$ cat src/hw/rtl/uqbp_pkg.sv
// shared types and constants for the uniform quantiser and bit packer
package uqbp_pkg;

	// one sample in Q2.13 fixed point equals this
	localparam int QOne = 8192;

	// code_width value that selects eight levels; any other value means four
	localparam logic [1:0] CwEight = 2'd3;

	// pending bit store and its fill count
	localparam int AccW  = 10;
	localparam int HeldW = 4;

	// output queue
	localparam int QDepth = 4;
	localparam int QPtrW  = $clog2(QDepth);
	localparam int QCntW  = $clog2(QDepth + 1);
	// most bytes one request can produce
	localparam int MaxBytes = 2;

	typedef struct packed {
		logic signed [15:0] sample;
		logic               final_sample;
	} in_item_t;

	typedef struct packed {
		logic [7:0] packed_byte;
		logic       last_byte;
	} out_item_t;

	// bytes produced by one request, in order
	typedef struct packed {
		logic [1:0] n;
		out_item_t  b0;
		out_item_t  b1;
	} pack_res_t;

endpackage

$ cat src/hw/rtl/uqbp_quant.sv
// nearest-level quantiser: counts the midpoints that the sample lies strictly above
module uqbp_quant (
	input  logic signed [15:0] sample,
	input  logic               eight,
	output logic [2:0]         code
);

	localparam int SW = 19;
	localparam logic signed [SW-1:0] ThrFourHi = SW'(2 * uqbp_pkg::QOne);
	localparam logic signed [SW-1:0] ThrFourLo = -SW'(2 * uqbp_pkg::QOne);

	logic signed [SW-1:0] s_ext;
	logic signed [SW-1:0] s3;
	logic signed [SW-1:0] s7;

	// scaled copies so the thirds and sevenths compare exactly
	assign s_ext = SW'(sample);
	assign s3    = (s_ext <<< 1) + s_ext;
	assign s7    = (s_ext <<< 3) - s_ext;

	// count thresholds exceeded; a tie stays on the lower code
	always_comb begin
		logic signed [SW-1:0] thr;
		code = 3'd0;
		thr  = '0;
		if (eight) begin
			for (int k = 0; k < 7; k++) begin
				thr = SW'((2 * k - 6) * uqbp_pkg::QOne);
				if (s7 > thr) begin
					code = code + 3'd1;
				end
			end
		end else begin
			if (s3 > ThrFourLo) begin
				code = code + 3'd1;
			end
			if (s_ext > SW'(0)) begin
				code = code + 3'd1;
			end
			if (s3 > ThrFourHi) begin
				code = code + 3'd1;
			end
		end
	end

endmodule

$ cat src/hw/rtl/uqbp_pack.sv
// bit accumulator: appends codes lsb first and splits off finished bytes
module uqbp_pack (
	input  logic                clk,
	input  logic                arst_n,
	input  logic                fire,
	input  logic                final_sample,
	input  logic                eight,
	input  logic [2:0]          code,
	output uqbp_pkg::pack_res_t res
);

	localparam int AccW  = uqbp_pkg::AccW;
	localparam int HeldW = uqbp_pkg::HeldW;

	logic [AccW-1:0]  acc_q;
	logic [HeldW-1:0] held_q;
	logic [AccW-1:0]  acc_d;
	logic [HeldW-1:0] held_d;
	logic [AccW:0]    merged;
	logic [HeldW-1:0] new_held;

	// append the code above the bits already held
	assign merged   = {1'b0, acc_q} | ((AccW + 1)'(code) << held_q[2:0]);
	assign new_held = held_q + (eight ? HeldW'(3) : HeldW'(2));

	// byte split and flush on the final sample
	always_comb begin
		res    = '0;
		acc_d  = merged[AccW-1:0];
		held_d = new_held;
		if (new_held >= HeldW'(8)) begin
			res.n              = 2'd1;
			res.b0.packed_byte = merged[7:0];
			res.b0.last_byte   = final_sample && (new_held == HeldW'(8));
			acc_d              = {8'b0, merged[AccW-1:8]};
			held_d             = new_held - HeldW'(8);
			if (final_sample && (held_d != '0)) begin
				res.n              = 2'd2;
				res.b1.packed_byte = acc_d[7:0];
				res.b1.last_byte   = 1'b1;
			end
		end else if (final_sample) begin
			res.n              = 2'd1;
			res.b0.packed_byte = merged[7:0];
			res.b0.last_byte   = 1'b1;
		end
		if (final_sample) begin
			acc_d  = '0;
			held_d = '0;
		end
		if (!fire) begin
			res.n = 2'd0;
		end
	end

	// accumulator state
	always_ff @(posedge clk or negedge arst_n) begin
		if (!arst_n) begin
			acc_q  <= '0;
			held_q <= '0;
		end else if (fire) begin
			acc_q  <= acc_d;
			held_q <= held_d;
		end
	end

	// between requests fewer than a byte is pending
	a_held_below_byte: assert property (@(posedge clk) disable iff (!arst_n)
		held_q < HeldW'(8))
		else $error("pending bit count reached a full byte");

	// a final sample empties the accumulator
	a_final_clears: assert property (@(posedge clk) disable iff (!arst_n)
		fire && final_sample |=> (held_q == '0) && (acc_q == '0))
		else $error("accumulator not cleared after final sample");

	// bits above the held count stay zero
	a_acc_clean: assert property (@(posedge clk) disable iff (!arst_n)
		(acc_q >> held_q) == '0)
		else $error("stale bits above pending count");

endmodule

$ cat src/hw/rtl/uqbp_outq.sv
// output queue: up to two bytes in a cycle, one out unless stalled
module uqbp_outq (
	input  logic                clk,
	input  logic                arst_n,
	input  uqbp_pkg::pack_res_t res,
	output logic                room,
	output logic                out_valid,
	input  logic                out_stall,
	output uqbp_pkg::out_item_t out_data
);

	localparam int QDepth = uqbp_pkg::QDepth;
	localparam int QPtrW  = uqbp_pkg::QPtrW;
	localparam int QCntW  = uqbp_pkg::QCntW;

	uqbp_pkg::out_item_t mem_q [QDepth];
	logic [QPtrW-1:0]    wr_q;
	logic [QPtrW-1:0]    rd_q;
	logic [QCntW-1:0]    count_q;
	logic                pop;

	// space for the largest burst one request can make
	assign room      = count_q <= QCntW'(QDepth - uqbp_pkg::MaxBytes);
	assign out_valid = count_q != '0;
	assign out_data  = mem_q[rd_q];
	assign pop       = out_valid && !out_stall;

	// byte storage
	always_ff @(posedge clk) begin
		if (res.n != 2'd0) begin
			mem_q[wr_q] <= res.b0;
		end
		if (res.n == 2'd2) begin
			mem_q[wr_q + QPtrW'(1)] <= res.b1;
		end
	end

	// pointers and fill count
	always_ff @(posedge clk or negedge arst_n) begin
		if (!arst_n) begin
			wr_q    <= '0;
			rd_q    <= '0;
			count_q <= '0;
		end else begin
			wr_q    <= wr_q + QPtrW'(res.n);
			rd_q    <= rd_q + QPtrW'(pop);
			count_q <= count_q + QCntW'(res.n) - QCntW'(pop);
		end
	end

	a_no_overflow: assert property (@(posedge clk) disable iff (!arst_n)
		count_q <= QCntW'(QDepth))
		else $error("output queue overflow");

	a_push_has_room: assert property (@(posedge clk) disable iff (!arst_n)
		(res.n != 2'd0) |-> room)
		else $error("bytes pushed without room");

	a_pop_only: assert property (@(posedge clk) disable iff (!arst_n)
		pop && (res.n == 2'd0) |=> count_q == $past(count_q) - QCntW'(1))
		else $error("fill count wrong after pop");

endmodule

$ cat src/hw/rtl/uniform_quantize_bit_pack.sv
// top level: input register, quantiser, bit packer and output queue
//
//  port group      direction  handshake          payload
//  in_*            sink       in_valid/in_stall  in_item_t  (sample, final_sample)
//  out_*           source     out_valid/out_stall out_item_t (packed_byte, last_byte)
//  cfg_*           sink       cfg_wr_en          code_width (2 bits)
//
// One request is accepted per cycle while in_stall is low; it is quantised and packed
// from the input register once the queue has room. A final sample can give two bytes;
// the four-entry output queue drains one per cycle while out_stall is low.
// in_stall rises only while the input register is full and the queue holds more than two.
// arst_n clears the control state and sets code_width to 2.
module uniform_quantize_bit_pack (
	input  logic                clk,
	input  logic                arst_n,
	input  logic                in_valid,
	output logic                in_stall,
	input  uqbp_pkg::in_item_t  in_data,
	output logic                out_valid,
	input  logic                out_stall,
	output uqbp_pkg::out_item_t out_data,
	input  logic                cfg_wr_en,
	input  logic [1:0]          cfg_wr_data
);

	logic                valid_s1;
	uqbp_pkg::in_item_t  item_s1;
	logic [1:0]          code_width_q;
	logic                eight;
	logic [2:0]          code;
	logic                room;
	logic                fire;
	uqbp_pkg::pack_res_t res;

	assign eight    = code_width_q == uqbp_pkg::CwEight;
	assign fire     = valid_s1 && room;
	assign in_stall = valid_s1 && !room;

	// configuration register
	always_ff @(posedge clk or negedge arst_n) begin
		if (!arst_n) begin
			code_width_q <= 2'd2;
		end else if (cfg_wr_en) begin
			code_width_q <= cfg_wr_data;
		end
	end

	// input register valid
	always_ff @(posedge clk or negedge arst_n) begin
		if (!arst_n) begin
			valid_s1 <= 1'b0;
		end else if (!in_stall) begin
			valid_s1 <= in_valid;
		end
	end

	// input register payload
	always_ff @(posedge clk) begin
		if (in_valid && !in_stall) begin
			item_s1 <= in_data;
		end
	end

	uqbp_quant u_quant (
		.sample (item_s1.sample),
		.eight  (eight),
		.code   (code)
	);

	uqbp_pack u_pack (
		.clk          (clk),
		.arst_n       (arst_n),
		.fire         (fire),
		.final_sample (item_s1.final_sample),
		.eight        (eight),
		.code         (code),
		.res          (res)
	);

	uqbp_outq u_outq (
		.clk       (clk),
		.arst_n    (arst_n),
		.res       (res),
		.room      (room),
		.out_valid (out_valid),
		.out_stall (out_stall),
		.out_data  (out_data)
	);

	// a request held in the input register is consumed as soon as there is room
	a_fire_on_room: assert property (@(posedge clk) disable iff (!arst_n)
		valid_s1 && room |=> !($past(in_stall)))
		else $error("input held despite queue room");

	// a final sample always produces at least one byte
	a_final_emits: assert property (@(posedge clk) disable iff (!arst_n)
		fire && item_s1.final_sample |-> res.n != 2'd0)
		else $error("final sample produced no byte");

	// the last flag only sits on the final byte of a burst
	a_last_on_tail: assert property (@(posedge clk) disable iff (!arst_n)
		(res.n == 2'd2) |-> !res.b0.last_byte && res.b1.last_byte)
		else $error("last flag on wrong byte");

endmodule

$ cat config.mk
export PLATFORM = sky130hd
export DESIGN_NAME = uniform_quantize_bit_pack
export DESIGN_NICKNAME = d
export VERILOG_FILES = /design/src/hw/rtl/uqbp_pkg.sv /design/src/hw/rtl/uqbp_quant.sv /design/src/hw/rtl/uqbp_pack.sv /design/src/hw/rtl/uqbp_outq.sv /design/src/hw/rtl/uniform_quantize_bit_pack.sv
export SDC_FILE = /design/constraint.sdc
export NUM_CORES = 1
export LEC_CHECK = 0
export ABC_AREA = 1
export BUFFER_PORTS_ARGS = -buffer_cell sky130_fd_sc_hd__buf_2
export CAP_MARGIN = 20
export CORE_ASPECT_RATIO = 0.75
export CORE_MARGIN = 4
export CORE_UTILIZATION = 45
export DETAILED_ROUTE_END_ITERATION = 8
export HOLD_SLACK_MARGIN = 0.15
export PLACE_DENSITY = 0.62
export SLEW_MARGIN = 15
export SYNTH_ARGS = -nofsm -noshare
export SYNTH_HDL_FRONTEND = slang
export SYNTH_HIERARCHICAL = 1
export SYNTH_SLANG_ARGS = --single-unit
$ cat constraint.sdc
create_clock -name clk -period 6.49 [get_ports clk]
set_input_delay 1.298 -clock clk [delete_from_list [all_inputs] [get_ports clk]]
set_output_delay 1.298 -clock clk [all_outputs]
set_load 0.01 [all_outputs]
# == Yosys cells after proc, flatten, opt, wreduce, memory -nomap -nowiden ==
# Memory sizes are Yosys's and may differ from the RTL's.
# Index checks and enable logic that the tools add are counted.
# Widths: inputs -> output; s select.
# totals
word_cells,90
regBits,41
ram_bits,36
input_bits,24
mem_count,1
out_inout_bits,11
# memory_table
memory,depth,word_bits,rd,rd_ports_with_merged_regs,wr,line,source
u_outq.mem_q,4,9,1,0,2,uqbp_outq.sv:16,uqbp_pkg::out_item_t mem_q [QDepth];
# classes
n_eq_ne,3
bitwise_logic,1
order_cmp,12
shift,1
reduce_logical,12
n_addsub,17
n_mux,34
# op_table
cell,n
$gt 19x16->1 const B,3
$gt 19x17->1 const B,3
$mux 3,19
$gt 19x15->1 const B,2
$mux 10,3
$add 3x1->3 const B,8
$gt 19x1->1 const B,1
$sub 19x16->19,1
$add 17x16->18,1
$gt 16x1->1 const B,1
$mux 11,1
$or 10x10->10,1
$shl 3x3->10,1
$mux 4,2
$mux 1,7
$logic_and 1x1->1,6
$add 4x4->4,1
$eq 2x2->1 const B,2
$eq 4x4->1 const B,1
$ge 4x4->1 const B,1
$mux 2,2
$reduce_bool 4->1,1
$sub 4x4->4 const B,1
$add 3x2->3,1
other kinds (8),10

# == Longest topological paths before layout ==
# logic_depth
ltp_word,30
depth_mapped,49
mapped_depth_nobuf,49

# == Cells and area by module ==
# Netlist, hierarchy kept.
# by_module_without_submodules
mod,seq_area_each_um2,area_each_um2,n_inst,cells_each
uqbp_quant,0.0,2935.3,1,546
uqbp_outq,1256.2,2285.9,1,239
uqbp_pack,350.3,1051.0,1,158
uniform_quantize_bit_pack,586.8,651.9,1,36

# == Worst setup path after synthesis ==
# Ideal clock, no wire load.
# synth_timing
path_kind,reg-to-reg
from,reg item_s1[16] (netlist name)
to,"mem u_outq/mem_q[0][1] (netlist name), data pin"
period_less_slack_ps,5032
arrival_time_ps,4773
slack_ps,1458
setup_time_ps,259
required_time_ps,6231
path_stages_with_launch,43
path_buffers,1
path_cell_list,edfxtp_1 inv_1 ha_1 buf_2 a21oi_1 o21ai_0 nor2_1 nand2_1 nand2_1 nand2_1 nand2_1 o21ai_0 a31oi_1 inv_1 ha_1 inv_1 nand3_2 nand2_4 [7 not listed] nand2_1 inv_1 ha_1 nand2_1 nand2_1 ha_1 o21ai_0 inv_1 nand2_1 nand2_1 nand2_1 nand2_1 nand3_1 nand2_1 inv_1 nor2_1 inv_1 o21ai_1
# synth_rtl
item,line,source
start: declaration,uniform_quantize_bit_pack.sv:27,uqbp_pkg::in_item_t item_s1;
start signal: assignment,uniform_quantize_bit_pack.sv:60,item_s1 <= in_data;
end: declaration,uqbp_outq.sv:16,

==> results.py <==
metrics = {
    "global_routing": {
        "grt_pass1_vias": 5356,
        "grt_pass1_wl_um": 26700,
        "overflow": 0,
        "grt_usage_pct": 19.1,
        "antenna_found_initial": 0,
        "grt_max_degree": 25,
    },
    "layout": {
        "antenna_cells": 0,
        "drive_gt1_share_pct": 14.0,
        "post-route-util_pct": 51.0,
        "num-nets-final": 1092,
        "fillers": 1462,
        "area_growth_pct": 8.89,
    },
    "sta": {
        "fmax_mhz": 172,
        "maxSlewHeadroom_pct": 30.0,
        "finalHoldViolCount": 0,
        "rsz0062_at_grt": "no",
        "fin_tns_setup_ns": 0,
        "timing.final.setup_violations": 0,
        "finalCriticalPeriod_ns": 5.82,
        "finalHoldWorstSlack_ns": 0.467,
        "skew_ns": 0.00719,
        "finalMaxSlewViolations": 0,
        "period_share_pct": 89.7,
        "worst_pin_slew_ns": 1.04,
    },
    "drt": {
        "viasPerCell": 4.94,
        "first_iter_violations": 331,
        "detail-route-antenna-nets": 0,
        "drtPass1Iterations": 6,
        "vias": 6023,
        "routed_wl_um": 15800,
        "wire_per_inst_um": 13.0,
        "drc": 0,
    },
    "yosys": {
        "yosysTopAreaCell": "edfxtp_1",
        "synthTopCellsByCount": "nand2_1 (260), inv_1 (158), nand3_1 (78)",
        "async_reset_ff_share_pct": 31.2,
        "avgSynthCellArea_um2": 7.07,
        "synth_most_common_cell": "nand2_1",
        "yosysSeqAreaShare_pct": 31.7,
        "synthTopCellsByArea": "edfxtp_1 (23%), nand2_1 (14%), ha_1 (9.2%)",
        "synth_edf_count": 53,
        "syn_inst": 979,
        "synthesis.area_um2": 6920,
        "netlist.area_leader.share_pct": 23.0,
        "yosys.cell_types.count": 42,
        "synth-warning-count": 6,
        "synth-seq-cells": 77,
        "synthFlopType": "edfxtp_1",
    },
    "clocking": {
        "h-tree-depth": 3,
        "clkTransAtPathRegs_ns": 0.06,
        "cts_buffers": 9,
        "post_cts_buffers": 0,
        "cts_max_path_buffers": 2,
        "postCtsHoldBufs": 0,
        "tritoncts": "built",
        "root_buffer": "clkbuf_16",
        "clock_latency_ns": 0.34,
        "clock-sinks": 77,
        "post_cts.resized_instances": 0,
    },
    "run": {
        "max_cap_violations": 0,
    },
    "setup_path": {
        "start_kind": "flop",
        "cp_slowest_stage_delay_ns": 0.45,
        "endpoint_kind": "flop",
        "cp.required_ns": 6.68,
        "crit_top_cell": "nand2_1",
        "critPathMaxFanout": 6,
        "arrival_ns": 6.01,
        "slowest_stage": "edfxtp_1",
        "crit_type": "reg -> reg",
    },
    "die": {
        "die_h_um": 115,
        "io_pins": 35,
        "dieArea_um2": 17500,
        "fp-row-count": 38,
        "fp.coreArea_um2": 14800,
        "start_util_pct": 46.8,
        "chipWidth_um": 151,
    },
    "placement": {
        "gp_congestion": 0.919,
        "dp_hpwl_um": 12400,
        "io_buffers": 34,
    },
    "power": {
        "powerDensity_nw_per_um2": 465,
        "fin_total_pwr_uw": 3510,
        "total_leakage_power_uw": 0.00379,
        "peakVddDrop_uv": 249,
    },
    "status": {
        "status": "complete, no violations",
    },
    "min_path": {
        "min_path_type": "reg -> reg",
    },
}
==> per-stage QoR <==
stage / instance area [um2] / setup slack, ns / std cells
2_1_floorplan: 6940 / 1.46 / 984
3_3_place_gp: 7260 / 0.732 / 1204
3_5_place_dp: 7260 / 0.760 / 1204
4_1_cts: 7540 / 0.710 / 1220
5_1_grt: 7540 / 0.0828 / 1220
6_report: 7540 / 0.667 / 1220
==> final timing paths <==
path,slack (ns),from,endpoint,depth (start not counted)
max,0.67,item_s1[10]$_DFFE_PP_,u_outq/mem_q[2][5]$_DFFE_PP_,43
min,0.47,code_width_q[1]$_DFFE_PN1P_,code_width_q[1]$_DFFE_PN1P_,2
max reg2reg,0.67,item_s1[10]$_DFFE_PP_,u_outq/mem_q[2][5]$_DFFE_PP_,43
min reg2reg,0.47,code_width_q[1]$_DFFE_PN1P_,code_width_q[1]$_DFFE_PN1P_,2
max in group asynchronous,5.15,arst_n,u_pack/acc_q[0]$_DFFE_PN0P_,1
min in group asynchronous,0.95,arst_n,u_outq/rd_q[1]$_DFF_PN0_,1
==> cell families (layout without fill, tap and decap cells) <==
kind of cell / Yosys count / count (layout) / synth area share, %
xor+xnor: 17 / 17 / 2.15
buf+inv: 189 / 225 / 11.3
flops: 77 / 77 / 31.7
simple gates: 500 / 500 / 33.1
other cells: 1 / 6 / 0.0542
compound gates: 142 / 142 / 12.0
fa+ha+maj: 53 / 53 / 9.79
==> critical path, delay by kind of cell, from the launching register on <==
kind                       cells  cell delay (ns)
DFF                            1             0.45
adders and majority gates      5             1.40
buffers and inverters          7             0.51
AOI/OAI and AO/OA              4             0.71
and+or+nand+nor               27             2.56
==> where the power goes <==
group          internal (uW)  leakage (uW)  switching (uW)
Clock                    295      0.000139             190
Sequential               681      0.000802             121
Combinational            784       0.00285            1440
Total                   1760       0.00379            1750
==> flip-flops by register name (all words and copies together) (netlist names) <==
signal and cells:
u_pack/held_q 4, u_outq/mem_q 36, u_pack/acc_q 10, code_width_q 2, u_outq/wr_q 2, u_outq/count_q 3
item_s1 17, u_outq/rd_q 2, valid_s1 1
==> final cells by class <==
type | instances | area (um2) | area share [%]
Clock buffer | 11 | 233 | 3.09
Sequential cell | 77 | 2190 | 29.1
Tap cell | 200 | 250 | 3.32
Clock inverter | 5 | 51.3 | 0.680
Timing Repair Buffer | 38 | 200 | 2.66
Inverter | 171 | 644 | 8.55
Multi-Input combinational cell | 718 | 3970 | 52.6
==> cells in the final DEF (no fill, tap or decap), drive strengths merged <==
cell type	instances
a21oi	36
a31oi	5
buf	38
bufinv	1
clkbuf	11
clkinv	5
conb	6
dfrtp	23
dfstp	1
edfxtp	53
fa	2
ha	51
inv	170
nand2	295
nand3	83
nand3b	7
nand4	15
nor2	88
nor3	8
o21a	1
o21ai	90
o21bai	2
o221ai	1
o22ai	2
o31ai	5
or2	4
xnor2	6
xor2	11
==> routing by layer <==
metal  track usage (%)  routed length, um  part of all wire (%)  vias to the layer above
li1                  -                  -                     -                     3225
met1              31.6               9160                    58                     2667
met2              25.6               5910                    37                      122
met3              3.32                628                   4.0                        9
met4              3.86                120                  0.76                        0
met5                 0                  0                     0                        -
No activity file was read; power rests on OpenSTA's default activity.
